==> config.mk <==
export PLATFORM = sky130hd
export DESIGN_NAME = obd_can_response_text_formatter_core
export DESIGN_NICKNAME = d
export VERILOG_FILES = /design/src/hdl/ocrf_pkg.sv /design/src/hdl/ocrf_front.sv /design/src/hdl/ocrf_queue.sv /design/src/hdl/ocrf_back.sv /design/src/hdl/obd_can_response_text_formatter_core.sv
export SDC_FILE = /design/constraint.sdc
export NUM_CORES = 1
export LEC_CHECK = 0
export ABC_AREA = 0
export ABC_CLOCK_PERIOD_IN_PS = 18800
export BUFFER_PORTS_ARGS = -buffer_cell sky130_fd_sc_hd__buf_2
export CELL_PAD_IN_SITES_DETAIL_PLACEMENT = 1
export CELL_PAD_IN_SITES_GLOBAL_PLACEMENT = 1
export CORE_MARGIN = 10
export CORE_UTILIZATION = 50
export DETAILED_ROUTE_END_ITERATION = 16
export GPL_ROUTABILITY_DRIVEN = 0
export GPL_TIMING_DRIVEN = 1
export PLACE_DENSITY = 0.94
export SYNTH_ARGS = -nofsm -noshare
export SYNTH_HDL_FRONTEND = slang
export SYNTH_SLANG_ARGS = --single-unit
==> constraint.sdc <==
create_clock -name i_clk -period 18.8 [get_ports i_clk]
set_input_delay 3.76 -clock i_clk [delete_from_list [all_inputs] [get_ports i_clk]]
set_output_delay 3.76 -clock i_clk [all_outputs]
set_load 0.02 [all_outputs]
==> src/hdl/ocrf_pkg.sv <==
// Shared types, constants and tables for the CAN response text formatter.
// No dependencies; every other file in hdl/ imports this package.
package ocrf_pkg;

    localparam int unsigned TICK_W      = 3;
    localparam logic [TICK_W-1:0] WAIT_TICKS = 3'd4;
    localparam int unsigned Q_DEPTH     = 2;
    localparam int unsigned Q_PTR_W     = 1;
    localparam int unsigned PC_W        = 6;
    localparam int unsigned APB_AW      = 4;

    localparam logic [1:0] OP_START = 2'd0;
    localparam logic [1:0] OP_FRAME = 2'd1;
    localparam logic [1:0] OP_TICK  = 2'd2;

    localparam logic [1:0] REG_SHOW_HEADERS = 2'd0;
    localparam logic [1:0] REG_PRINT_SPACES = 2'd1;
    localparam logic [1:0] REG_ADD_LINEFEED = 2'd2;

    localparam logic [7:0] ID_MATCH    = 8'hFD;
    localparam logic [7:0] FLOW_ID_HI  = 8'hFC;
    localparam logic [3:0] PCI_FIRST   = 4'h1;
    localparam logic [3:0] PCI_CONSEC  = 4'h2;
    localparam logic [3:0] FRAME_LEN_8 = 4'd8;

    localparam logic [7:0] CH_NUL   = 8'h00;
    localparam logic [7:0] CH_LF    = 8'h0A;
    localparam logic [7:0] CH_CR    = 8'h0D;
    localparam logic [7:0] CH_SP    = 8'h20;
    localparam logic [7:0] CH_ZERO  = 8'h30;
    localparam logic [7:0] CH_COLON = 8'h3A;
    localparam logic [7:0] CH_GT    = 8'h3E;
    localparam logic [7:0] CH_A     = 8'h41;
    localparam logic [7:0] CH_D     = 8'h44;
    localparam logic [7:0] CH_N     = 8'h4E;
    localparam logic [7:0] CH_O     = 8'h4F;
    localparam logic [7:0] CH_T     = 8'h54;

    typedef struct packed {
        logic [1:0]  opcode;
        logic [28:0] can_id;
        logic        extended;
        logic [3:0]  frame_len;
        logic [7:0]  byte0;
        logic [7:0]  byte1;
        logic [7:0]  byte2;
        logic [7:0]  byte3;
        logic [7:0]  byte4;
        logic [7:0]  byte5;
        logic [7:0]  byte6;
        logic [7:0]  byte7;
    } t_item;

    typedef struct packed {
        logic        kind;
        logic [7:0]  text_char;
        logic [10:0] flow_id;
        logic        last;
    } t_result;

    typedef struct packed {
        logic show_headers;
        logic print_spaces;
        logic add_linefeed;
    } t_cfg;

    typedef enum logic [2:0] {
        CMD_SINGLE,
        CMD_FIRST,
        CMD_CONSEC,
        CMD_NODATA,
        CMD_CLOSE
    } t_cmd_kind;

    typedef struct packed {
        t_cmd_kind       kind;
        logic [28:0]     addr;
        logic            ext;
        logic [7:0][7:0] data;
    } t_cmd;

    typedef enum logic [2:0] {
        TOK_LIT,
        TOK_SPC,
        TOK_NIB,
        TOK_FLOW,
        TOK_IDENT,
        TOK_BYTES
    } t_tok_op;

    typedef struct packed {
        t_tok_op    op;
        logic [7:0] ch;
        logic [2:0] first;
        logic [2:0] stop;
        logic       to_d0;
        logic       last;
    } t_tok;

    localparam logic [PC_W-1:0] PC_SINGLE_H = 6'd0;
    localparam logic [PC_W-1:0] PC_SINGLE_N = 6'd5;
    localparam logic [PC_W-1:0] PC_FIRST_N  = 6'd9;
    localparam logic [PC_W-1:0] PC_FIRST_H  = 6'd18;
    localparam logic [PC_W-1:0] PC_CONS_N   = 6'd22;
    localparam logic [PC_W-1:0] PC_CONS_H   = 6'd27;
    localparam logic [PC_W-1:0] PC_NODATA   = 6'd30;
    localparam logic [PC_W-1:0] PC_CLOSE    = 6'd40;

    function automatic t_tok mk_tok(t_tok_op op, logic [7:0] ch, logic [2:0] first,
                                    logic [2:0] stop, logic to_d0, logic last);
        t_tok t;
        t.op    = op;
        t.ch    = ch;
        t.first = first;
        t.stop  = stop;
        t.to_d0 = to_d0;
        t.last  = last;
        return t;
    endfunction

    function automatic t_tok lit(logic [7:0] ch, logic last);
        return mk_tok(TOK_LIT, ch, 3'd0, 3'd0, 1'b0, last);
    endfunction

    function automatic t_tok tok_rom(logic [PC_W-1:0] pc);
        t_tok t;
        case (pc)
            6'd0:  t = mk_tok(TOK_IDENT, CH_NUL, 3'd0, 3'd0, 1'b0, 1'b0);
            6'd1:  t = mk_tok(TOK_BYTES, CH_NUL, 3'd0, 3'd0, 1'b1, 1'b0);
            6'd2:  t = lit(CH_CR, 1'b0);
            6'd3:  t = lit(CH_CR, 1'b0);
            6'd4:  t = lit(CH_GT, 1'b1);
            6'd5:  t = mk_tok(TOK_BYTES, CH_NUL, 3'd1, 3'd0, 1'b1, 1'b0);
            6'd6:  t = lit(CH_CR, 1'b0);
            6'd7:  t = lit(CH_CR, 1'b0);
            6'd8:  t = lit(CH_GT, 1'b1);
            6'd9:  t = mk_tok(TOK_NIB, CH_NUL, 3'd0, 3'd0, 1'b0, 1'b0);
            6'd10: t = mk_tok(TOK_BYTES, CH_NUL, 3'd1, 3'd1, 1'b0, 1'b0);
            6'd11: t = lit(CH_CR, 1'b0);
            6'd12: t = lit(CH_ZERO, 1'b0);
            6'd13: t = lit(CH_COLON, 1'b0);
            6'd14: t = mk_tok(TOK_SPC, CH_NUL, 3'd0, 3'd0, 1'b0, 1'b0);
            6'd15: t = mk_tok(TOK_BYTES, CH_NUL, 3'd2, 3'd7, 1'b0, 1'b0);
            6'd16: t = mk_tok(TOK_FLOW, CH_NUL, 3'd0, 3'd0, 1'b0, 1'b0);
            6'd17: t = lit(CH_CR, 1'b1);
            6'd18: t = mk_tok(TOK_IDENT, CH_NUL, 3'd0, 3'd0, 1'b0, 1'b0);
            6'd19: t = mk_tok(TOK_BYTES, CH_NUL, 3'd0, 3'd7, 1'b0, 1'b0);
            6'd20: t = mk_tok(TOK_FLOW, CH_NUL, 3'd0, 3'd0, 1'b0, 1'b0);
            6'd21: t = lit(CH_CR, 1'b1);
            6'd22: t = mk_tok(TOK_NIB, CH_NUL, 3'd0, 3'd0, 1'b0, 1'b0);
            6'd23: t = lit(CH_COLON, 1'b0);
            6'd24: t = mk_tok(TOK_SPC, CH_NUL, 3'd0, 3'd0, 1'b0, 1'b0);
            6'd25: t = mk_tok(TOK_BYTES, CH_NUL, 3'd1, 3'd7, 1'b0, 1'b0);
            6'd26: t = lit(CH_CR, 1'b1);
            6'd27: t = mk_tok(TOK_IDENT, CH_NUL, 3'd0, 3'd0, 1'b0, 1'b0);
            6'd28: t = mk_tok(TOK_BYTES, CH_NUL, 3'd0, 3'd7, 1'b0, 1'b0);
            6'd29: t = lit(CH_CR, 1'b1);
            6'd30: t = lit(CH_N, 1'b0);
            6'd31: t = lit(CH_O, 1'b0);
            6'd32: t = lit(CH_SP, 1'b0);
            6'd33: t = lit(CH_D, 1'b0);
            6'd34: t = lit(CH_A, 1'b0);
            6'd35: t = lit(CH_T, 1'b0);
            6'd36: t = lit(CH_A, 1'b0);
            6'd37: t = lit(CH_CR, 1'b0);
            6'd38: t = lit(CH_CR, 1'b0);
            6'd39: t = lit(CH_GT, 1'b1);
            6'd40: t = lit(CH_CR, 1'b0);
            6'd41: t = lit(CH_GT, 1'b1);
            default: t = lit(CH_NUL, 1'b1);
        endcase
        return t;
    endfunction

    function automatic logic [PC_W-1:0] prog_start(t_cmd_kind kind, logic hdr);
        logic [PC_W-1:0] pc;
        case (kind)
            CMD_SINGLE: pc = hdr ? PC_SINGLE_H : PC_SINGLE_N;
            CMD_FIRST:  pc = hdr ? PC_FIRST_H : PC_FIRST_N;
            CMD_CONSEC: pc = hdr ? PC_CONS_H : PC_CONS_N;
            CMD_NODATA: pc = PC_NODATA;
            CMD_CLOSE:  pc = PC_CLOSE;
            default:    pc = PC_CLOSE;
        endcase
        return pc;
    endfunction

    function automatic logic [2:0] load_idx(t_tok t, logic ext);
        logic [2:0] idx;
        if (t.op == TOK_IDENT) begin
            idx = ext ? 3'd7 : 3'd2;
        end else begin
            idx = t.first;
        end
        return idx;
    endfunction

    function automatic logic [7:0] hex_char(logic [3:0] v);
        logic [7:0] c;
        if (v < 4'd10) begin
            c = CH_ZERO + {4'd0, v};
        end else begin
            c = CH_A + {4'd0, v} - 8'd10;
        end
        return c;
    endfunction

endpackage

==> src/hdl/ocrf_front.sv <==
// Front end: accepts input items, keeps the wait and multi-frame state and
// turns each item into a formatting command. Depends on ocrf_pkg.
module ocrf_front (
    input  logic                i_clk,
    input  logic                i_rst_n,
    input  logic                i_valid,
    input  ocrf_pkg::t_item     i_item,
    output logic                o_stall,
    input  logic                i_q_full,
    output logic                o_push,
    output ocrf_pkg::t_cmd      o_cmd
);
    import ocrf_pkg::*;

    logic [TICK_W-1:0] r_ticks_left, n_ticks_left;
    logic              r_in_mf, n_in_mf;
    logic              accept;
    logic              id_ok;
    logic [7:0]        d0;

    assign accept  = i_valid && !i_q_full;
    assign o_stall = i_q_full;
    assign d0      = i_item.byte0;
    assign id_ok   = (i_item.can_id[10:3] == ID_MATCH) && (i_item.frame_len == FRAME_LEN_8);

    always_comb begin
        n_ticks_left = r_ticks_left;
        n_in_mf      = r_in_mf;
        o_push       = 1'b0;
        o_cmd.kind   = CMD_CLOSE;
        o_cmd.addr   = i_item.extended ? i_item.can_id : {18'd0, i_item.can_id[10:0]};
        o_cmd.ext    = i_item.extended;
        o_cmd.data   = {i_item.byte7, i_item.byte6, i_item.byte5, i_item.byte4,
                        i_item.byte3, i_item.byte2, i_item.byte1, i_item.byte0};
        if (accept) begin
            case (i_item.opcode)
                OP_START: begin
                    n_ticks_left = WAIT_TICKS;
                end
                OP_FRAME: begin
                    if (r_ticks_left != '0 && id_ok) begin
                        if (d0 <= 8'd7) begin
                            n_ticks_left = '0;
                            o_push       = 1'b1;
                            o_cmd.kind   = CMD_SINGLE;
                        end else if (d0[7:4] == PCI_FIRST) begin
                            n_in_mf    = 1'b1;
                            o_push     = 1'b1;
                            o_cmd.kind = CMD_FIRST;
                        end else if (r_in_mf && d0[7:4] == PCI_CONSEC) begin
                            o_push     = 1'b1;
                            o_cmd.kind = CMD_CONSEC;
                        end
                    end
                end
                OP_TICK: begin
                    if (r_ticks_left != '0) begin
                        n_ticks_left = r_ticks_left - 1'b1;
                        if (r_ticks_left == TICK_W'(1)) begin
                            o_push     = 1'b1;
                            o_cmd.kind = r_in_mf ? CMD_CLOSE : CMD_NODATA;
                            n_in_mf    = 1'b0;
                        end
                    end
                end
                default: begin
                end
            endcase
        end
    end

    always_ff @(posedge i_clk) begin
        if (!i_rst_n) begin
            r_ticks_left <= '0;
            r_in_mf      <= 1'b0;
        end else begin
            r_ticks_left <= n_ticks_left;
            r_in_mf      <= n_in_mf;
        end
    end

endmodule

==> src/hdl/ocrf_queue.sv <==
// Command queue between front and back end, two register entries deep.
// Depends on ocrf_pkg for the command type and depth.
module ocrf_queue (
    input  logic            i_clk,
    input  logic            i_rst_n,
    input  logic            i_push,
    input  ocrf_pkg::t_cmd  i_cmd,
    output logic            o_full,
    input  logic            i_pop,
    output logic            o_head_valid,
    output ocrf_pkg::t_cmd  o_head
);
    import ocrf_pkg::*;

    t_cmd               r_mem [Q_DEPTH];
    logic [Q_PTR_W-1:0] r_wr, r_rd;
    logic [Q_PTR_W:0]   r_count;
    logic               do_push, do_pop;

    assign o_full       = (r_count == (Q_PTR_W + 1)'(Q_DEPTH));
    assign o_head_valid = (r_count != '0);
    assign o_head       = r_mem[r_rd];
    assign do_push      = i_push && !o_full;
    assign do_pop       = i_pop && o_head_valid;

    always_ff @(posedge i_clk) begin
        if (do_push) begin
            r_mem[r_wr] <= i_cmd;
        end
    end

    always_ff @(posedge i_clk) begin
        if (!i_rst_n) begin
            r_wr    <= '0;
            r_rd    <= '0;
            r_count <= '0;
        end else begin
            if (do_push) begin
                r_wr <= r_wr + 1'b1;
            end
            if (do_pop) begin
                r_rd <= r_rd + 1'b1;
            end
            r_count <= r_count + (Q_PTR_W + 1)'(do_push) - (Q_PTR_W + 1)'(do_pop);
        end
    end

endmodule

==> src/hdl/ocrf_back.sv <==
// Back end: walks the token program of the head command and emits at most one
// character or flow-control request per cycle into the output register while
// the output is not stalled. Depends on ocrf_pkg.
module ocrf_back (
    input  logic               i_clk,
    input  logic               i_rst_n,
    input  ocrf_pkg::t_cfg     i_cfg,
    input  logic               i_cmd_valid,
    input  ocrf_pkg::t_cmd     i_cmd,
    output logic               o_pop,
    output logic               o_valid,
    output ocrf_pkg::t_result  o_result,
    input  logic               i_stall
);
    import ocrf_pkg::*;

    logic            r_busy, n_busy;
    logic [PC_W-1:0] r_pc, n_pc;
    logic [2:0]      r_idx, n_idx;
    logic [1:0]      r_sub, n_sub;
    logic            r_lf, n_lf;
    logic            r_out_valid, n_out_valid;
    t_result         r_out, n_out;

    t_tok            tok, ntok, stok;
    logic [PC_W-1:0] spc;
    logic            adv, emit, tok_done, byte_end, sp_after;
    logic [31:0]     addr32;
    logic [7:0]      byte_cur;
    logic [3:0]      nib_cur;
    logic [2:0]      stop;

    assign o_valid  = r_out_valid;
    assign o_result = r_out;

    always_comb begin
        tok      = tok_rom(r_pc);
        ntok     = tok_rom(r_pc + 1'b1);
        spc      = prog_start(i_cmd.kind, i_cfg.show_headers);
        stok     = tok_rom(spc);
        adv      = !r_out_valid || !i_stall;
        addr32   = {3'd0, i_cmd.addr};
        byte_cur = i_cmd.data[r_idx];
        nib_cur  = addr32[{r_idx, 2'b00} +: 4];
        stop     = tok.to_d0 ? i_cmd.data[0][2:0] : tok.stop;
        sp_after = (r_idx == 3'd0) || (i_cmd.ext && !r_idx[0]);

        n_busy      = r_busy;
        n_pc        = r_pc;
        n_idx       = r_idx;
        n_sub       = r_sub;
        n_lf        = r_lf;
        n_out_valid = r_out_valid;
        n_out       = r_out;
        emit        = 1'b0;
        tok_done    = 1'b0;
        byte_end    = 1'b0;
        o_pop       = 1'b0;
        n_out.kind      = 1'b0;
        n_out.text_char = CH_NUL;
        n_out.flow_id   = '0;
        n_out.last      = 1'b0;

        if (!r_busy) begin
            if (i_cmd_valid) begin
                n_busy = 1'b1;
                n_pc   = spc;
                n_idx  = load_idx(stok, i_cmd.ext);
                n_sub  = '0;
                n_lf   = 1'b0;
            end
        end else if (adv) begin
            if (r_lf) begin
                emit            = 1'b1;
                n_out.text_char = CH_LF;
                n_lf            = 1'b0;
                tok_done        = 1'b1;
            end else begin
                case (tok.op)
                    TOK_LIT: begin
                        emit            = 1'b1;
                        n_out.text_char = tok.ch;
                        if (tok.ch == CH_CR && i_cfg.add_linefeed) begin
                            n_lf = 1'b1;
                        end else begin
                            tok_done = 1'b1;
                        end
                    end
                    TOK_SPC: begin
                        emit            = i_cfg.print_spaces;
                        n_out.text_char = CH_SP;
                        tok_done        = 1'b1;
                    end
                    TOK_NIB: begin
                        emit            = 1'b1;
                        n_out.text_char = hex_char(i_cmd.data[0][3:0]);
                        tok_done        = 1'b1;
                    end
                    TOK_FLOW: begin
                        emit          = 1'b1;
                        n_out.kind    = 1'b1;
                        n_out.flow_id = {FLOW_ID_HI, i_cmd.addr[2:0]};
                        tok_done      = 1'b1;
                    end
                    TOK_IDENT: begin
                        emit = 1'b1;
                        if (r_sub == 2'd0) begin
                            n_out.text_char = hex_char(nib_cur);
                            if (sp_after && i_cfg.print_spaces) begin
                                n_sub = 2'd1;
                            end else if (r_idx == 3'd0) begin
                                tok_done = 1'b1;
                            end else begin
                                n_idx = r_idx - 1'b1;
                            end
                        end else begin
                            n_out.text_char = CH_SP;
                            n_sub           = 2'd0;
                            if (r_idx == 3'd0) begin
                                tok_done = 1'b1;
                            end else begin
                                n_idx = r_idx - 1'b1;
                            end
                        end
                    end
                    TOK_BYTES: begin
                        case (r_sub)
                            2'd0: begin
                                if (r_idx > stop) begin
                                    tok_done = 1'b1;
                                end else begin
                                    emit            = 1'b1;
                                    n_out.text_char = hex_char(byte_cur[7:4]);
                                    n_sub           = 2'd1;
                                end
                            end
                            2'd1: begin
                                emit            = 1'b1;
                                n_out.text_char = hex_char(byte_cur[3:0]);
                                if (i_cfg.print_spaces) begin
                                    n_sub = 2'd2;
                                end else begin
                                    byte_end = 1'b1;
                                end
                            end
                            default: begin
                                emit            = 1'b1;
                                n_out.text_char = CH_SP;
                                byte_end        = 1'b1;
                            end
                        endcase
                        if (byte_end) begin
                            n_sub = 2'd0;
                            if (r_idx == stop) begin
                                tok_done = 1'b1;
                            end else begin
                                n_idx = r_idx + 1'b1;
                            end
                        end
                    end
                    default: begin
                        tok_done = 1'b1;
                    end
                endcase
            end
            if (tok_done) begin
                if (tok.last) begin
                    n_busy     = 1'b0;
                    o_pop      = 1'b1;
                    n_out.last = 1'b1;
                end else begin
                    n_pc  = r_pc + 1'b1;
                    n_idx = load_idx(ntok, i_cmd.ext);
                    n_sub = 2'd0;
                end
            end
        end

        if (adv) begin
            n_out_valid = emit;
        end
    end

    always_ff @(posedge i_clk) begin
        if (!i_rst_n) begin
            r_busy      <= 1'b0;
            r_pc        <= '0;
            r_idx       <= '0;
            r_sub       <= '0;
            r_lf        <= 1'b0;
            r_out_valid <= 1'b0;
        end else begin
            r_busy      <= n_busy;
            r_pc        <= n_pc;
            r_idx       <= n_idx;
            r_sub       <= n_sub;
            r_lf        <= n_lf;
            r_out_valid <= n_out_valid;
        end
    end

    always_ff @(posedge i_clk) begin
        if (adv && emit) begin
            r_out <= n_out;
        end
    end

endmodule

==> src/hdl/obd_can_response_text_formatter_core.sv <==
// Diagnostic CAN response formatter: turns start, frame and tick items into
// hex ASCII text and flow-control requests. An input item is taken whenever
// the two-entry command queue has room, so items may follow back to back.
// The back end then emits at most one result per cycle while the output is
// not stalled: a command gives up to 41 characters or requests (for a
// single frame with a 29-bit header, spaces and line feeds), and it also
// spends steps on its start and on each optional space or empty byte range
// that is left out. The back-end sequencer therefore sets the sustained rate.
// Items that produce no output never reach the back end.
// Depends on ocrf_pkg, ocrf_front, ocrf_queue and ocrf_back.
module obd_can_response_text_formatter_core (
    input  logic                            i_clk,
    input  logic                            i_rst_n,
    input  logic                            i_valid,
    input  ocrf_pkg::t_item                 i_item,
    output logic                            o_stall,
    output logic                            o_valid,
    output ocrf_pkg::t_result               o_result,
    input  logic                            i_stall,
    input  logic                            psel,
    input  logic                            penable,
    input  logic                            pwrite,
    input  logic [ocrf_pkg::APB_AW-1:0]     paddr,
    input  logic [31:0]                     pwdata,
    output logic [31:0]                     prdata,
    output logic                            pready
);
    import ocrf_pkg::*;

    logic       r_show_headers, r_print_spaces, r_add_linefeed;
    logic       cfg_wr;
    t_cfg       cfg;
    logic       q_full, push, pop, head_valid;
    t_cmd       push_cmd, head_cmd;

    assign pready = 1'b1;
    assign cfg_wr = psel && penable && pwrite && pready;
    assign cfg    = '{show_headers: r_show_headers,
                      print_spaces: r_print_spaces,
                      add_linefeed: r_add_linefeed};

    always_comb begin
        case (paddr[3:2])
            REG_SHOW_HEADERS: prdata = {31'd0, r_show_headers};
            REG_PRINT_SPACES: prdata = {31'd0, r_print_spaces};
            REG_ADD_LINEFEED: prdata = {31'd0, r_add_linefeed};
            default:          prdata = '0;
        endcase
    end

    always_ff @(posedge i_clk) begin
        if (!i_rst_n) begin
            r_show_headers <= 1'b0;
            r_print_spaces <= 1'b1;
            r_add_linefeed <= 1'b0;
        end else if (cfg_wr) begin
            case (paddr[3:2])
                REG_SHOW_HEADERS: r_show_headers <= pwdata[0];
                REG_PRINT_SPACES: r_print_spaces <= pwdata[0];
                REG_ADD_LINEFEED: r_add_linefeed <= pwdata[0];
                default: begin
                end
            endcase
        end
    end

    ocrf_front u_front (
        .i_clk    (i_clk),
        .i_rst_n  (i_rst_n),
        .i_valid  (i_valid),
        .i_item   (i_item),
        .o_stall  (o_stall),
        .i_q_full (q_full),
        .o_push   (push),
        .o_cmd    (push_cmd)
    );

    ocrf_queue u_queue (
        .i_clk        (i_clk),
        .i_rst_n      (i_rst_n),
        .i_push       (push),
        .i_cmd        (push_cmd),
        .o_full       (q_full),
        .i_pop        (pop),
        .o_head_valid (head_valid),
        .o_head       (head_cmd)
    );

    ocrf_back u_back (
        .i_clk       (i_clk),
        .i_rst_n     (i_rst_n),
        .i_cfg       (cfg),
        .i_cmd_valid (head_valid),
        .i_cmd       (head_cmd),
        .o_pop       (pop),
        .o_valid     (o_valid),
        .o_result    (o_result),
        .i_stall     (i_stall)
    );

endmodule

Word-level counts from Yosys, hierarchy flattened
Memory sizes are Yosys's and may differ from the RTL's. A register that Yosys moved wholly into a read port is not among the register bits.
Index checks and enable logic that the tools add are counted.
- output and inout bits: 56
- memory bits (writable): 194
- bits of input ports: 143
- memory bits (read-only): 3264
- flip-flop bits (word level): 46
- memories kept: 4
- logic and storage cells: 252
- memories (name ; depth ; bits a word ; read ports ; clocked after memory_dff ; write ports ; RTL line ; source):
    (name not given) ; 64 ; 17 ; 1 ; 1 ; 0 ; ocrf_pkg.sv:127 ; case (pc)
    (name not given) ; 64 ; 17 ; 1 ; 0 ; 0 ; ocrf_pkg.sv:127 ;
    (name not given) ; 64 ; 17 ; 1 ; 0 ; 0 ; ocrf_pkg.sv:127 ;
    u_queue.r_mem ; 2 ; 97 ; 1 ; 1 ; 1 ; ocrf_queue.sv:15 ; t_cmd r_mem [Q_DEPTH];
- reduce and logical (&&, ||, !) cells: 40
- add/subtract/negate cells: 20
- mux-type cells: 125
- eq/ne operators: 32
- order comparisons: 7
- bitwise operators: 3
- shifts and indexed selects: 1
- operator list (cell ; count):
    2-to-1 mux 3 bit ; 27
    2-to-1 mux 8 bit ; 7
    2-to-1 mux 1 bit ; 53
    2-to-1 mux 6 bit ; 7
    case mux 8 bit (5 select lines) ; 1
    adder 7 x 4 -> 8 bit (first input constant) ; 4
    variable part select 32 x 6 -> 4 bit ; 1
    subtractor 8 x 4 -> 8 bit (second input constant) ; 4
    2-to-1 mux 29 bit ; 1
    adder 6 x 4 -> 7 bit (first input constant) ; 4
    binary-select mux 8 bit (select 3 bit) ; 1
    case mux 6 bit (4 select lines) ; 1
    2-to-1 mux 2 bit ; 11
    < comparator 4 bit (second input constant) ; 4
    case mux 8 bit (2 select lines) ; 1
    equality test 3 x 2 -> 1 bit (second input constant) ; 4
    equality test 3 bit (second input constant) ; 4
    logical AND 1 bit ; 12
    case mux 3 bit (2 select lines) ; 2
    2-to-1 mux 11 bit ; 1
    inequality test 2 x 1 -> 1 bit (second input constant) ; 5
    AND reduction 2 bit ; 5
    equality test 3 x 1 -> 1 bit (second input constant) ; 3
    logical NOT 3 bit ; 3
    35 further kinds ; 62

Longest topological paths before layout
Gate-level depths: netlist of the first run.
- depth after elaboration: 17
- depth in mapped cells: 21
- depth with buffers taken out: 16

By module
Synthesis of the first run repeated with hierarchy kept, for this count alone.
- cell total of the unflattened synthesis: 1100
- area, all modules: 13614.3 µm²
- by module, submodules not included (module ; seq. area each (µm²) ; area each (µm²) ; cells each ; times used):
    ocrf_queue ; 5925.7 ; 7353.3 ; 329 ; 1
    ocrf_back ; 920.9 ; 4635.7 ; 560 ; 1
    ocrf_front ; 80.1 ; 1211.2 ; 160 ; 1
    obd_can_response_text_formatter_core ; 60.1 ; 414.1 ; 51 ; 1

Worst setup path before layout of the first run
No wires, ideal clock.
- path type: in2reg
- start point: input port i_item[65] in the netlist's numbering
- end point: memory u_queue.r_mem[0][0] in the netlist's numbering (enable)
- library setup time: 0.565 ns
- data arrival time: 9.405 ns
- path buffers: 0
- required time: 18.235 ns
- stages: 5
- setup slack: 8.829 ns
- path through: or4b_1 > a2111oi_2 > nand4_1 > a21oi_1 > nor2b_1
- longest elaborated chain between the ends: 9
- RTL lines (item ; RTL line ; source):
    start: declaration ; obd_can_response_text_formatter_core.sv:15 ; input ocrf_pkg::t_item i_item,
    equality test 4 bit ; ocrf_front.sv:24 ; assign id_ok = (i_item.can_id[10:3] == ID_MATCH) && (i_item.frame_len == FRAME_LEN_8);
    logical AND 1 bit ; ocrf_front.sv:24 ;
    logical AND 1 bit ; ocrf_front.sv:41 ; if (r_ticks_left != '0 && id_ok) begin
    2-to-1 mux 1 bit ; ocrf_front.sv:41 ;
    case mux 1 bit (2 select lines) ; ocrf_front.sv:36 ; case (i_item.opcode)
    2-to-1 mux 1 bit ; ocrf_front.sv:35 ; if (accept) begin
    logical AND 1 bit ; ocrf_queue.sv:23 ; assign do_push = i_push && !o_full;
    net u_queue.do_push ; ocrf_queue.sv:18 ; logic do_push, do_pop;
    2-to-1 mux 1 bit ; ocrf_queue.sv:27 ; if (do_push) begin
    2-to-1 mux 1 bit (implied by the code) ; ocrf_queue.sv:28 ; r_mem[r_wr] <= i_cmd;
    end: declaration ; ocrf_queue.sv:15 ;
The timed path passes the listed nets, and every way through them passes these cells.

Final worst setup path of the first run
- start point: input port paddr[2] in the netlist's numbering
- end point: output port prdata[0]
- longest elaborated chain between the ends: 2
- elaborated cells on any way between the ends: 4
- classes of those cells: 2 x eq/ne; 1 x mux; 1 x reduce/logical
- RTL lines (item ; RTL line ; source):
    start: declaration ; obd_can_response_text_formatter_core.sv:23 ; input logic [ocrf_pkg::APB_AW-1:0] paddr,
    equality test 2 bit (tied with other cells) ; obd_can_response_text_formatter_core.sv:43 ; case (paddr[3:2])
    case mux 1 bit (3 select lines) (*) ; obd_can_response_text_formatter_core.sv:43 ;
    end: declaration ; obd_can_response_text_formatter_core.sv:25 ; output logic [31:0] prdata,
Mark *: on every way between the ends. The rest lies on a longest branch, timed or not.

==> metrics.md, run 1 <==
| Metric | Value |
|---|---|
| Outcome | complete, no violations |
| # clock sinks | about 250 |
| Worst setup path class | in2out |
| Largest net degree at the start of global routing | 54 |
| Post-CTS setup buffer count | 0 |
| Relative slew slack | 35.2% |
| Final min period | 8.10 ns |
| DR WL/cell | 27.1 um |
| WP data required | 15.04 ns |
| Top_reg_cell synth | edfxtp_1 |
| First-pass GRT wire length | about 60000 um |
| Largest cells by area after synthesis | edfxtp_1 (50%), dfxtp_1 (6.5%), mux4_2 (5.6%), mux2i_1 (3.4%), ha_1 (3.0%) |
| Sequence of cells on the critical path | buf_2, mux2i_1, o21ai_0, buf_2 |
| CTS tree | done |
| Initial Util | just over 50% |
| Routed vias/inst | 6.45 |
| CTS Buf Count | 27 |
| Fin crit share | a little over two fifths |
| Clock-pin slew on the worst setup and hold paths | ~0.060 ns |
| Detail Placement HPWL | 25700 um |
| WP data arrival | ~4.3 ns |
| Core area | ~0.024 mm^2 |
| Worst-Skew Late Latency | around 0.56 ns |
| DRT Pass-1 Iters | 7 |
| Clock buffer depth | 3 |
| # placed instances | 1399 |
| Cell Area, Synth | 0.0124 mm^2 |
| Post-synth EDFFs | about 210 |
| Worst reg2reg path depth | 17 |
| Sequential element share of the synthesized area | a little under three fifths |
| # setup viols final | 0 |
| Setup Skew | between 0.02 and 0.025 ns |
| Slowest CP cell | buf_2 |
| Initial antenna violation count | 2 |
| CP Launch Type | input pin |
| Crit path largest cell delay | ~0.19 ns |
| Cell taking the most area after synthesis | edfxtp_1 |
| RSZ-0062 raised after global routing | no |
| Final WL | between 30000 and 40000 um |
| Die extent in y | 177 um |
| # nets final | about 1.3k |
| Grt ovf | 0 |
| Crit. End Element | primary output |
| Post-Syn Area per Cell | about 12 um^2 |
| Max_cap viols | 0 |
| Ports | 199 |
| Share of layout cells above drive strength 1 | 22.4% |
| Multi-input logic area | 0.00484 mm^2 |
| Pwr per Cell Area | about 84 mW/mm^2 |
| Hold Violations, Final | 0 |
| Async S/R FF share, synth | 0% |
| Final ANT Viol Nets | 0 |
| Yosys warning count | 0 |
| #FFs+latches synth | 246 |
| Most frequent cells in the layout | edfxtp_1 (206), buf_2 (130), nand2_1 (61), nor2_1 (60), a21oi_1 (48) |
| Most common cell after layout, fill and taps aside | edfxtp_1 |
| Post_cts resized | 0 |
| Area delta synth->final | 13.1% |
| Max Slew Vio Count | 0 |
| Drt drc | 0 |
| Slew @ Worst Pin | about 0.97 ns |
| Crit-path max FO | 6 |
| Layout Cells excl Fill | roughly 1.4k |
| Min-Delay Path Class | reg2reg |
| CTS Hold Bufs | 0 |
| Leakage Power | about 5.0 nW |
| Die width | roughly 180 um |
| Final Core Density | a little under three fifths |
| Worst path most repeated cell | buf_2 |
| Fill cells | about 2.5k |
| TNS Setup | 0 ns |
| # port buffers | 130 |
| Vias in the first global route | 9807 |
| GRT Util Overall | between 20% and 30% |
| CTS root buf | clkbuf_16 |
| Peak supply drop | a little under 90 uV |
| Synth top area share | around 50% |
| Hold path depth | 2 |
| Yosys cell types | 85 |
| Die area | approximately 0.031 mm^2 |
| Fmax | approximately 120 MHz |
| First-iteration detailed-routing DRC count | 900 |
| H-tree lvl count | 1 |
| Sequential Area | 0.00699 mm^2 |
| Gate Count Post-Synth | approximately 1000 |
| Vias | 9333 |
| Row cnt | 57 |
power breakdown:
| group | internal (W) | switching [W] | leakage, nW |
|---|---|---|---|
| Combinational | 0.0000120 | 0.0000240 | 2.39 |
| Sequential | 0.000589 | 0.000000660 | 2.17 |
| Clock | 0.000330 | 0.000226 | 0.442 |
| Total | 0.000931 | 0.000251 | 5.00 |
stage by stage:
| stage | power, W | hold slack (ns) | area, um^2 | worst slack [ns] |
|---|---|---|---|---|
| global route | 0.00121 | 0.509 | 14000 | 10.67 |
| CTS | 0.00118 | 0.477 | 14000 | 10.69 |
| floorplan | 0.000622 | 0.432 | 12500 | 8.83 |
| finish | 0.00118 | 0.477 | 14000 | 10.70 |
| detailed placement | 0.000636 | 0.454 | 13100 | 10.69 |
| global placement | 0.000633 | 0.440 | 13100 | 10.68 |
synth_stat cells (5+ instances only):
cell      count
a211oi_1      7
a21oi_1      48
a221oi_1     13
a22oi_1      10
a31oi_1      18
and2_1       26
and3_1        8
buf_2        12
buf_4        45
clkbuf_1     25
dfxtp_1      40
edfxtp_1    206
ha_1         30
inv_1        34
inv_2         5
mux2_2       14
mux2i_1      42
mux4_2       31
nand2_1      61
nand2b_1     14
nand3_1      21
nand3b_1      5
nand4_1       6
nor2_1       60
nor2b_1      14
nor3_1       24
o21a_1        9
o21ai_0      43
o22ai_1       5
xnor2_1       8
registers in the layout (all words and copies together), names as in the netlist, named ones only:
signal	cells
u_queue.r_mem	194
u_back.tok	14
u_back.o_result	12
u_back.r_pc	6
u_back.r_idx	3
u_front.r_ticks_left	3
u_back.r_sub	2
u_queue.r_count	2
r_add_linefeed	1
r_print_spaces	1
r_show_headers	1
u_back.o_valid	1
u_back.r_busy	1
u_back.r_lf	1
u_front.r_in_mf	1
u_queue.r_rd	1
u_queue.r_wr	1
layout make-up:
class / count / share of cell area, %
clock inverter: 18 / 1.53
timing repair buffer: 137 / 5.03
inverter: 40 / 1.08
antenna: 1 / 0.0179
tap: 324 / 2.90
clock buffer: 30 / 4.91
multi-input combinational: 652 / 34.6
sequential: 246 / 50.0
path summary, 6_finish.rpt:
| path | start | endpoint | slack, ns |
|---|---|---|---|
| max | paddr[2] | prdata[0] | 10.70 |
| min | u_front.r_ticks_left[1] | u_front.r_ticks_left[1] | 0.48 |
| max reg2reg | flop | u_back.tok[11] | 12.55 |
| min reg2reg | u_front.r_ticks_left[1] | u_front.r_ticks_left[1] | 0.48 |
cells by family after synthesis:
group / share of synthesized area, %
AO/OA/AOI/OAI: 12.0
adder cells (fa/ha/maj): 3.03
flip-flops: 56.5
XOR/XNOR: 0.849
multiplexers: 11.0
AND/OR/NAND/NOR: 11.1
other: 0.0607
buffers and inverters: 5.53
worst max-delay path: cells and delay by family:
kind / cells / cell delay, ns
buf+inv: 2 / 0.33
compound gates: 1 / 0.14
mux: 1 / 0.12
per-layer routing:
metal  vias up  global-route usage, %  part of all wire [%]
met1      4645                   28.4                    36
met4         2                   13.1                   5.2
li1       3943                      -                     -
met3       155                   5.55                   8.9
met5         -                      0                 0.033
met2       588                   41.5                    49
Power figures use the tool's default switching activity.
==> inputs of run 2 (changes only) <==
- ABC_CLOCK_PERIOD_IN_PS: 18800 -> 7310
- CORE_UTILIZATION: 50 -> 42
- PLACE_DENSITY: 0.94 -> 0.85
- clock period: 18.8 -> 7.31 ns (I/O delays scaled with it)
==> run 2 against run 1 <==
Sequential share of layout area is 0.31 points higher. Critical path type is now reg2reg. Critical path depth is 11 higher. First-iteration DRC count is 31% lower. Combinational power grew to 2.5 times the previous value. Total power is 130% higher. Hold slack worse by 0.020 ns. Register-to-register slack worse by 11 ns. Sequential cell count stayed put.
==> metrics.md, run 2 (same netlist as run 1, synthesis figures left out) <==
| Metric | Value |
|---|---|
| RSZ-0062 raised after global routing | no |
| Share of layout cells above drive strength 1 | 22.0% (-0.45 points) |
| First-iteration detailed-routing DRC count | 625 (-31%) |
| DR WL/cell | 23.3 um (-14%) |
| Hold Violations, Final | 0 (unchanged) |
| Fin crit share | 72.2% |
| Die extent in y | 192 um (+8.1%) |
| Largest net degree at the start of global routing | 69 (+28%) |
| # diodes | 0 (-1) |
| # nets final | 1277 (unchanged) |
| Die area | 0.0367 mm^2 (+17%) |
| R2r setup slk | 2.04 ns (-10.51 ns) |
| Worst reg2reg path depth | 15 (-2) |
| Vias in the first global route | 9470 (-3.4%) |
| Placed instance area | 0.0132 mm^2 (+0.69%) |
| Clock-pin slew on the worst setup and hold paths | 0.06 ns (about the same) |
| DRT Pass-1 Iters | 5 (-2) |
| Worst setup path class | reg2reg |
| Ports | 199 (unchanged) |
| Most frequent cells in the layout | edfxtp_1 (206), buf_2 (130), nand2_1 (61), nor2_1 (60), a21oi_1 (48) |
| Worst Hold Endpoint | u_front.r_ticks_left[1] |
| Psw | 0.000593 W (+140%) |
| Worst flop-to-flop path endpoint | u_back.tok[11] |
| Sequential share of power | 54.6% (+4.7 points) |
| Crit. End Element | flop |
| Row cnt | 62 (+8.8%) |
| Detail Placement HPWL | 25600 um (-0.52%) |
| Grt ovf | 0 (unchanged) |
| Internal | 0.00218 W (+130%) |
| Routed vias/inst | 5.77 (-11%) |
| Clock power share | 42.1% (-4.9 points) |
| # clock sinks | 246 (unchanged) |
| GRT Util Overall | 18.8% (-5.7 points) |
| Gate power share | 3.3% (+0.3 points) |
| Outcome | complete, no violations |
| Hold path depth | 2 (unchanged) |
| Post-CTS setup buffer count | 0 (unchanged) |
| Min-Delay Path Class | reg2reg |
| TNS Setup | 0 ns (unchanged) |
| Final ANT Viol Nets | 0 (unchanged) |
| Clock buffer depth | 3 (unchanged) |
| CTS root buf | clkbuf_16 |
| Fill cells | 3113 (+26%) |
| Initial Util | 42.9% (-8.0 points) |
| CTS Buf Count | 25 (-7.4%) |
| Final min period | about 5.3 ns |
| Switching portion of total power | 21.3% (+0.12 points) |
| Max reg flops | 194 (unchanged) |
| # port buffers | 130 (unchanged) |
| Wl on met1 | 14000 um (-2.3%) |
| Leakage Power | 4.93 nW (-1.5%) |
| Die width | 192 um (+8.1%) |
| CTS tree | done |
| HP Start | u_front.r_ticks_left[1] |
| CP Launch Type | flop |
| WP data required | 7.72 ns (-7.32 ns) |
| Fmax | 190 MHz |
| Area delta synth->final | 12.4% |
| Most common cell after layout, fill and taps aside | edfxtp_1 |
| Final instance area | 0.0139 mm^2 (-0.62%) |
| Relative slew slack | 33.4% (-1.9 points) |
| Wire length on met3 | 2580 um (-26%) |
| CTS Hold Bufs | 0 (unchanged) |
| DR top layer | met5 |
| Pwr per Cell Area | 200 mW/mm^2 (+140%) |
| Max Slew Vio Count | 0 (unchanged) |
| WP data arrival | 5.69 ns (+1.35 ns) |
| Crit-path max FO | 33 (+27) |
| Final WL | 35200 um (-11%) |
| Drt drc | 0 (unchanged) |
| Total length of routed met2 wires | 17700 um (-9.1%) |
| H-tree lvl count | 1 (unchanged) |
| Peak supply drop | 188 uV (+110%) |
| Max_cap viols | 0 (unchanged) |
| Biggest register | u_queue.r_mem |
| Initial antenna violation count | 2 (unchanged) |
| Slew @ Worst Pin | 0.999 ns (+0.0325 ns) |
| Setup Skew | 0.0186 ns (-0.00368 ns) |
| First-pass GRT wire length | 54200 um (-9.3%) |
| Post_cts resized | 0 (unchanged) |
| Core area | 0.0289 mm^2 (+19%) |
| Vias | 8689 (-6.9%) |
| # setup viols final | 0 (unchanged) |
| Worst-Skew Late Latency | 0.54 ns (-0.02 ns) |
[run 2: cell count changes in the layout (fill, tap and decap cells not counted), moves of 2 or more]
cell       delta
clkbuf_1      +8
bufinv_16     -5
clkinv_1      -3
buf_4         +2
clkbuf_16     -2
[run 2: how the worst max path moves through the flow]
stage | startpoint | to | slack, ns | cells past startpoint
after detailed placement | flop | u_back.tok[11] | 2.14 | 15
after global routing | flop | u_back.tok[11] | 1.67 | 16
after CTS | flop | u_back.tok[11] | 2.09 | 15
after floorplan | i_item[65] | u_queue.r_mem[0][0] | 1.50 | 5
final | flop | u_back.tok[11] | 2.04 | 15
after global placement | flop | u_back.tok[11] | 2.23 | 15
[run 2: layout make-up]
type / instances / area (um^2) / area share, %
Tap cell: 384 / 480 / 3.46
Sequential cell: 246 / 6990 / 50.3
Clock buffer: 36 / 667 / 4.80
Timing Repair Buffer: 139 / 718 / 5.17
Inverter: 40 / 151 / 1.09
Clock inverter: 10 / 60.1 / 0.432
Multi-Input combinational cell: 652 / 4840 / 34.8
[run 2: critical path: stages, from the launching register on]
cell and delay, ns:
dfxtp_4 0.73, mux2i_1 0.59, nand2_1 0.10, o21ai_0 0.10
ha_1 0.28, and3_1 0.23, a21oi_1 0.28, a22oi_1 0.13
o21ai_2 0.28, a21o_1 0.65, mux2_2 0.50, ha_1 0.36
inv_1 0.15, mux2i_1 0.09, mux2_2 0.27, a221o_1 0.38
[run 2: power groups by stage]
stage | clock network, W | registers [W] | logic [W]
floorplan | 0 | 0.00155 | 0.0000526
global placement | 0 | 0.00155 | 0.0000833
detailed placement | 0 | 0.00155 | 0.0000895
CTS | 0.00119 | 0.00152 | 0.0000900
global route | 0.00125 | 0.00152 | 0.0000997
finish | 0.00117 | 0.00152 | 0.0000910
[run 2: stage by stage]
| step | setup slack (ns) | std cells | total power, W | hold slack, ns | utilization [%] |
|---|---|---|---|---|---|
| after floorplan | 1.50 | 1025 | 0.00160 | 0.432 | - |
| after global placement | 2.23 | 1461 | 0.00163 | 0.440 | 45.7 |
| after detailed placement | 2.14 | 1461 | 0.00164 | 0.456 | 45.7 |
| after CTS | 2.09 | 1507 | 0.00279 | 0.464 | 48.2 |
| after global routing | 1.67 | 1507 | 0.00286 | 0.488 | 48.2 |
| final | 2.04 | 1507 | 0.00278 | 0.457 | 48.2 |
[run 2: routing by layer]
metal	vias to the layer above	global-route usage, %
met1	4305	22.5
met2	374	33.1
met3	63	3.95
li1	3943	-
met5	-	0
met4	4	5.71
==> inputs of run 3 (changes only) <==
- ABC_AREA: 0 -> 1
- ABC_CLOCK_PERIOD_IN_PS: 7310 -> 5000
- CORE_UTILIZATION: 42 -> 43
- PLACE_DENSITY: 0.85 -> 0.88
- clock period: 7.31 -> 5 ns (I/O delays scaled with it)
==> run 3 against run 2 <==
Combinational power is 120% higher. Die area is 0.88% lower. Critical path depth up 5. Clock power grew 62%. Sequential share of layout area down 1.1 points. Clock-buffer cell count down 5. Sequential power is 47% higher. Fmax up 23%. Utilization up 1.3 points. First-iteration DRC count up 29%. Critical path type unchanged. Critical endpoint is now u_back.tok[18].
==> metrics.md, run 3 <==
| Metric | Value |
|---|---|
| Top_reg_cell synth | edfxtp_1 |
| Worst setup path class | reg2reg |
| DR top layer | met5 |
| Row cnt | 62 (unchanged) |
| # setup viols final | 0 (unchanged) |
| H-tree lvl count | 1 (unchanged) |
| Die width | 191 um (-0.44%) |
| Most common cell after layout, fill and taps aside | nand2_1 |
| Post-synth EDFFs | 206 (unchanged) |
| Vias in the first global route | 11.1k (+17%) |
| Max_cap viols | 0 (unchanged) |
| Leakage Power | 6.02 nW (+22%) |
| Fin crit share | 85.5% (+13 points) |
| Cell Area, Synth | 0.0125 mm^2 (+1.4%) |
| DR WL/cell | 20.8 um (-11%) |
| Most frequent cells after synthesis | nand2_1 (372), edfxtp_1 (206), nand3_1 (137) |
| CTS Buf Count | 26 (+4.0%) |
| Sequential element share of the synthesized area | 55.7% (-0.77 points) |
| Die extent in y | 191 um (-0.44%) |
| Clock buffer depth | 3 (unchanged) |
| First-iteration detailed-routing DRC count | 807 (+29%) |
| CTS Hold Bufs | 0 (unchanged) |
| Vias | 10.6k (+22%) |
| Gate Count Post-Synth | 1387 (+40%) |
| Crit-path max FO | 53 (+61%) |
| Largest cells by area after synthesis | edfxtp_1 (49%), nand2_1 (11%), dfxtp_1 (6.4%), nand3_1 (5.5%), inv_1 (4.0%) |
| Slew @ Worst Pin | 0.922 ns (-0.0770 ns) |
| Fill cells | 3405 (+9.4%) |
| Hold Violations, Final | 0 (unchanged) |
| Placed instance area | 0.0134 mm^2 (+1.7%) |
| CP Launch Type | flop |
| Drt drc | 0 (unchanged) |
| CTS tree | done |
| Initial antenna violation count | 2 (unchanged) |
| Post-Syn Area per Cell | 9.04 um^2 (-27%) |
| Most instantiated library cell after synthesis | nand2_1 |
| Layout Cells excl Fill | 1911 (+27%) |
| Final Core Density | 49.4% (+1.3 points) |
| Ports | 199 (unchanged) |
| Final min period | 4.28 ns (-0.997 ns) |
| Largest net degree at the start of global routing | 98 (+42%) |
| Max reg flops | 194 (unchanged) |
| Final WL | 39800 um (+13%) |
| First-pass GRT wire length | 61300 um (+13%) |
| Async S/R FF share, synth | 0% (unchanged) |
| WP data arrival | 4.76 ns (-0.93 ns) |
| Die area | 0.0364 mm^2 (-0.88%) |
| Relative slew slack | 38.5% (+5.1 points) |
| # placed instances | 1862 (+27%) |
| TNS Setup | 0 ns (unchanged) |
| Clock-pin slew on the worst setup and hold paths | 0.06 ns (about the same) |
| Fmax | 234 MHz (+23%) |
| Pwr per Cell Area | 304 mW/mm^2 (+52%) |
| Initial Util | 43.6% (+0.71 points) |
| DRT Pass-1 Iters | 5 (unchanged) |
| # nets final | 1679 (+31%) |
| Wire length on met3 | 3000 um (+16%) |
| Max Slew Vio Count | 0 (unchanged) |
| Final ANT Viol Nets | 0 (unchanged) |
| Worst path most repeated cell | nand2_1 |
| Peak supply drop | 309 uV (+65%) |
| GRT Util Overall | 21.2% (+2.5 points) |
| Crit path largest cell delay | 0.57 ns (-0.16 ns) |
| Wl on met1 | 15600 um (+12%) |
| Synth top area share | 49.3% (-0.68 points) |
| Detail Placement HPWL | 27800 um (+8.7%) |
| Setup Skew | 0.0140 ns (-0.00463 ns) |
| Yosys cell types | 50 (-41%) |
| Post_cts resized | 0 (unchanged) |
| Sequence of cells on the critical path | buf_4, o21ai_1, a21oi_1, ha_1, nand3_1, nand3_1, nand2_1, nand2_1, nand3_4, nand3_2, nand2_1, nand3_1, inv_1, ha_1, nand3_1, nand2_1, nand2_1, nand2_1, nor2_1, nor2_1 |
| Core area | 0.0288 mm^2 (-0.27%) |
| Grt ovf | 0 (unchanged) |
| Area delta synth->final | 13.4% |
| Outcome | complete, no violations |
| Routed vias/inst | 5.53 (-4.2%) |
| Final instance area | 0.0142 mm^2 (+2.3%) |
| Total length of routed met2 wires | 19700 um (+11%) |
| RSZ-0062 raised after global routing | no |
| Crit. End Element | flop |
| # port buffers | 130 (unchanged) |
| Post-CTS setup buffer count | 0 (unchanged) |
| Slowest CP cell | o21ai_1 |
| Biggest register | u_queue.r_mem |
| Share of layout cells above drive strength 1 | 14.8% (-7.2 points) |
| CTS root buf | clkbuf_16 |
| Yosys warning count | 0 (unchanged) |
| WP data required | 5.48 ns (-2.24 ns) |
| Min-Delay Path Class | reg2reg |
| Most frequent cells in the layout | nand2_1 (372), edfxtp_1 (206), nand3_1 (137), inv_1 (134), buf_2 (130) |
| Worst-Skew Late Latency | 0.55 ns (about the same) |
| # clock sinks | 246 (unchanged) |
| #FFs+latches synth | 246 (unchanged) |
| Cell taking the most area after synthesis | edfxtp_1 |
==> run 3: cell count changes after synthesis, sizes merged, moves of 17 or more <==
cell and change:
nand3 +121, and2 -25, mux4 -31, nand4 +17, nor2 +57, nand2 +320, nor3 -17, inv +104
mux2i -42, mux2 -18, o21ai +38
==> run 3: worst paths after layout <==
| path | from | to | slack [ns] | depth (start not counted) |
|---|---|---|---|---|
| max | flop | u_back.tok[18] | 0.72 | 20 |
| min | u_queue.r_count[1] | u_queue.r_count[1] | 0.47 | 1 |
| max reg2reg | flop | u_back.tok[18] | 0.72 | 20 |
| min reg2reg | u_queue.r_count[1] | u_queue.r_count[1] | 0.47 | 1 |
==> run 3: kinds of logic (layout without fill, tap and decap cells) <==
kind of cell | count (synthesis) | in the layout | share of synthesized area (%)
xor+xnor | 4 | 4 | 0.279
fa+ha+maj | 30 | 30 | 2.99
compound gates | 188 | 188 | 8.48
other cells | 2 | 36 | 0.0599
mux | 1 | 1 | 0.0798
buf+inv | 227 | 333 | 8.57
flops | 246 | 246 | 55.7
simple gates | 689 | 689 | 23.8
==> run 3: critical path, delay by kind of cell (launching register included) <==
kind	cells	cell delay (ns)
AOI/OAI and AO/OA	2	0.71
buffers and inverters	2	0.57
DFF	1	0.34
and+or+nand+nor	14	1.92
adders and majority gates	2	0.64
==> run 3: final cells by class <==
class / instances / area [um^2] / area share [%]
tap: 384 / 480 / 3.38
sequential: 246 / 6990 / 49.1
inverter: 143 / 537 / 3.77
multi-input combinational: 947 / 4620 / 32.5
timing repair buffer: 142 / 778 / 5.47
clock buffer: 31 / 669 / 4.70
clock inverter: 17 / 149 / 1.05
antenna: 1 / 2.50 / 0.0176
==> run 3: metrics by stage <==
step / setup WS (ns) / total power, W / hold WS (ns)
4_1_cts: 0.762 / 0.00434 / 0.466
6_report: 0.723 / 0.00432 / 0.466
3_5_place_dp: 0.802 / 0.00246 / 0.447
2_1_floorplan: 0.0740 / 0.00239 / 0.422
3_3_place_gp: 0.934 / 0.00245 / 0.438
5_1_grt: 0.317 / 0.00444 / 0.492
==> run 3: report_power, final <==
group	switching [W]	internal, W
registers	0.00000589	0.00222
logic	0.000138	0.0000607
clock network	0.000830	0.00106
==> run 3: per-layer routing <==
layer  vias to the layer above  global-route usage (%)
met1                      5151                    25.8
met3                        92                    3.58
met4                         2                    8.27
met5                         -                       0
li1                       4858                       -
met2                       458                    36.8
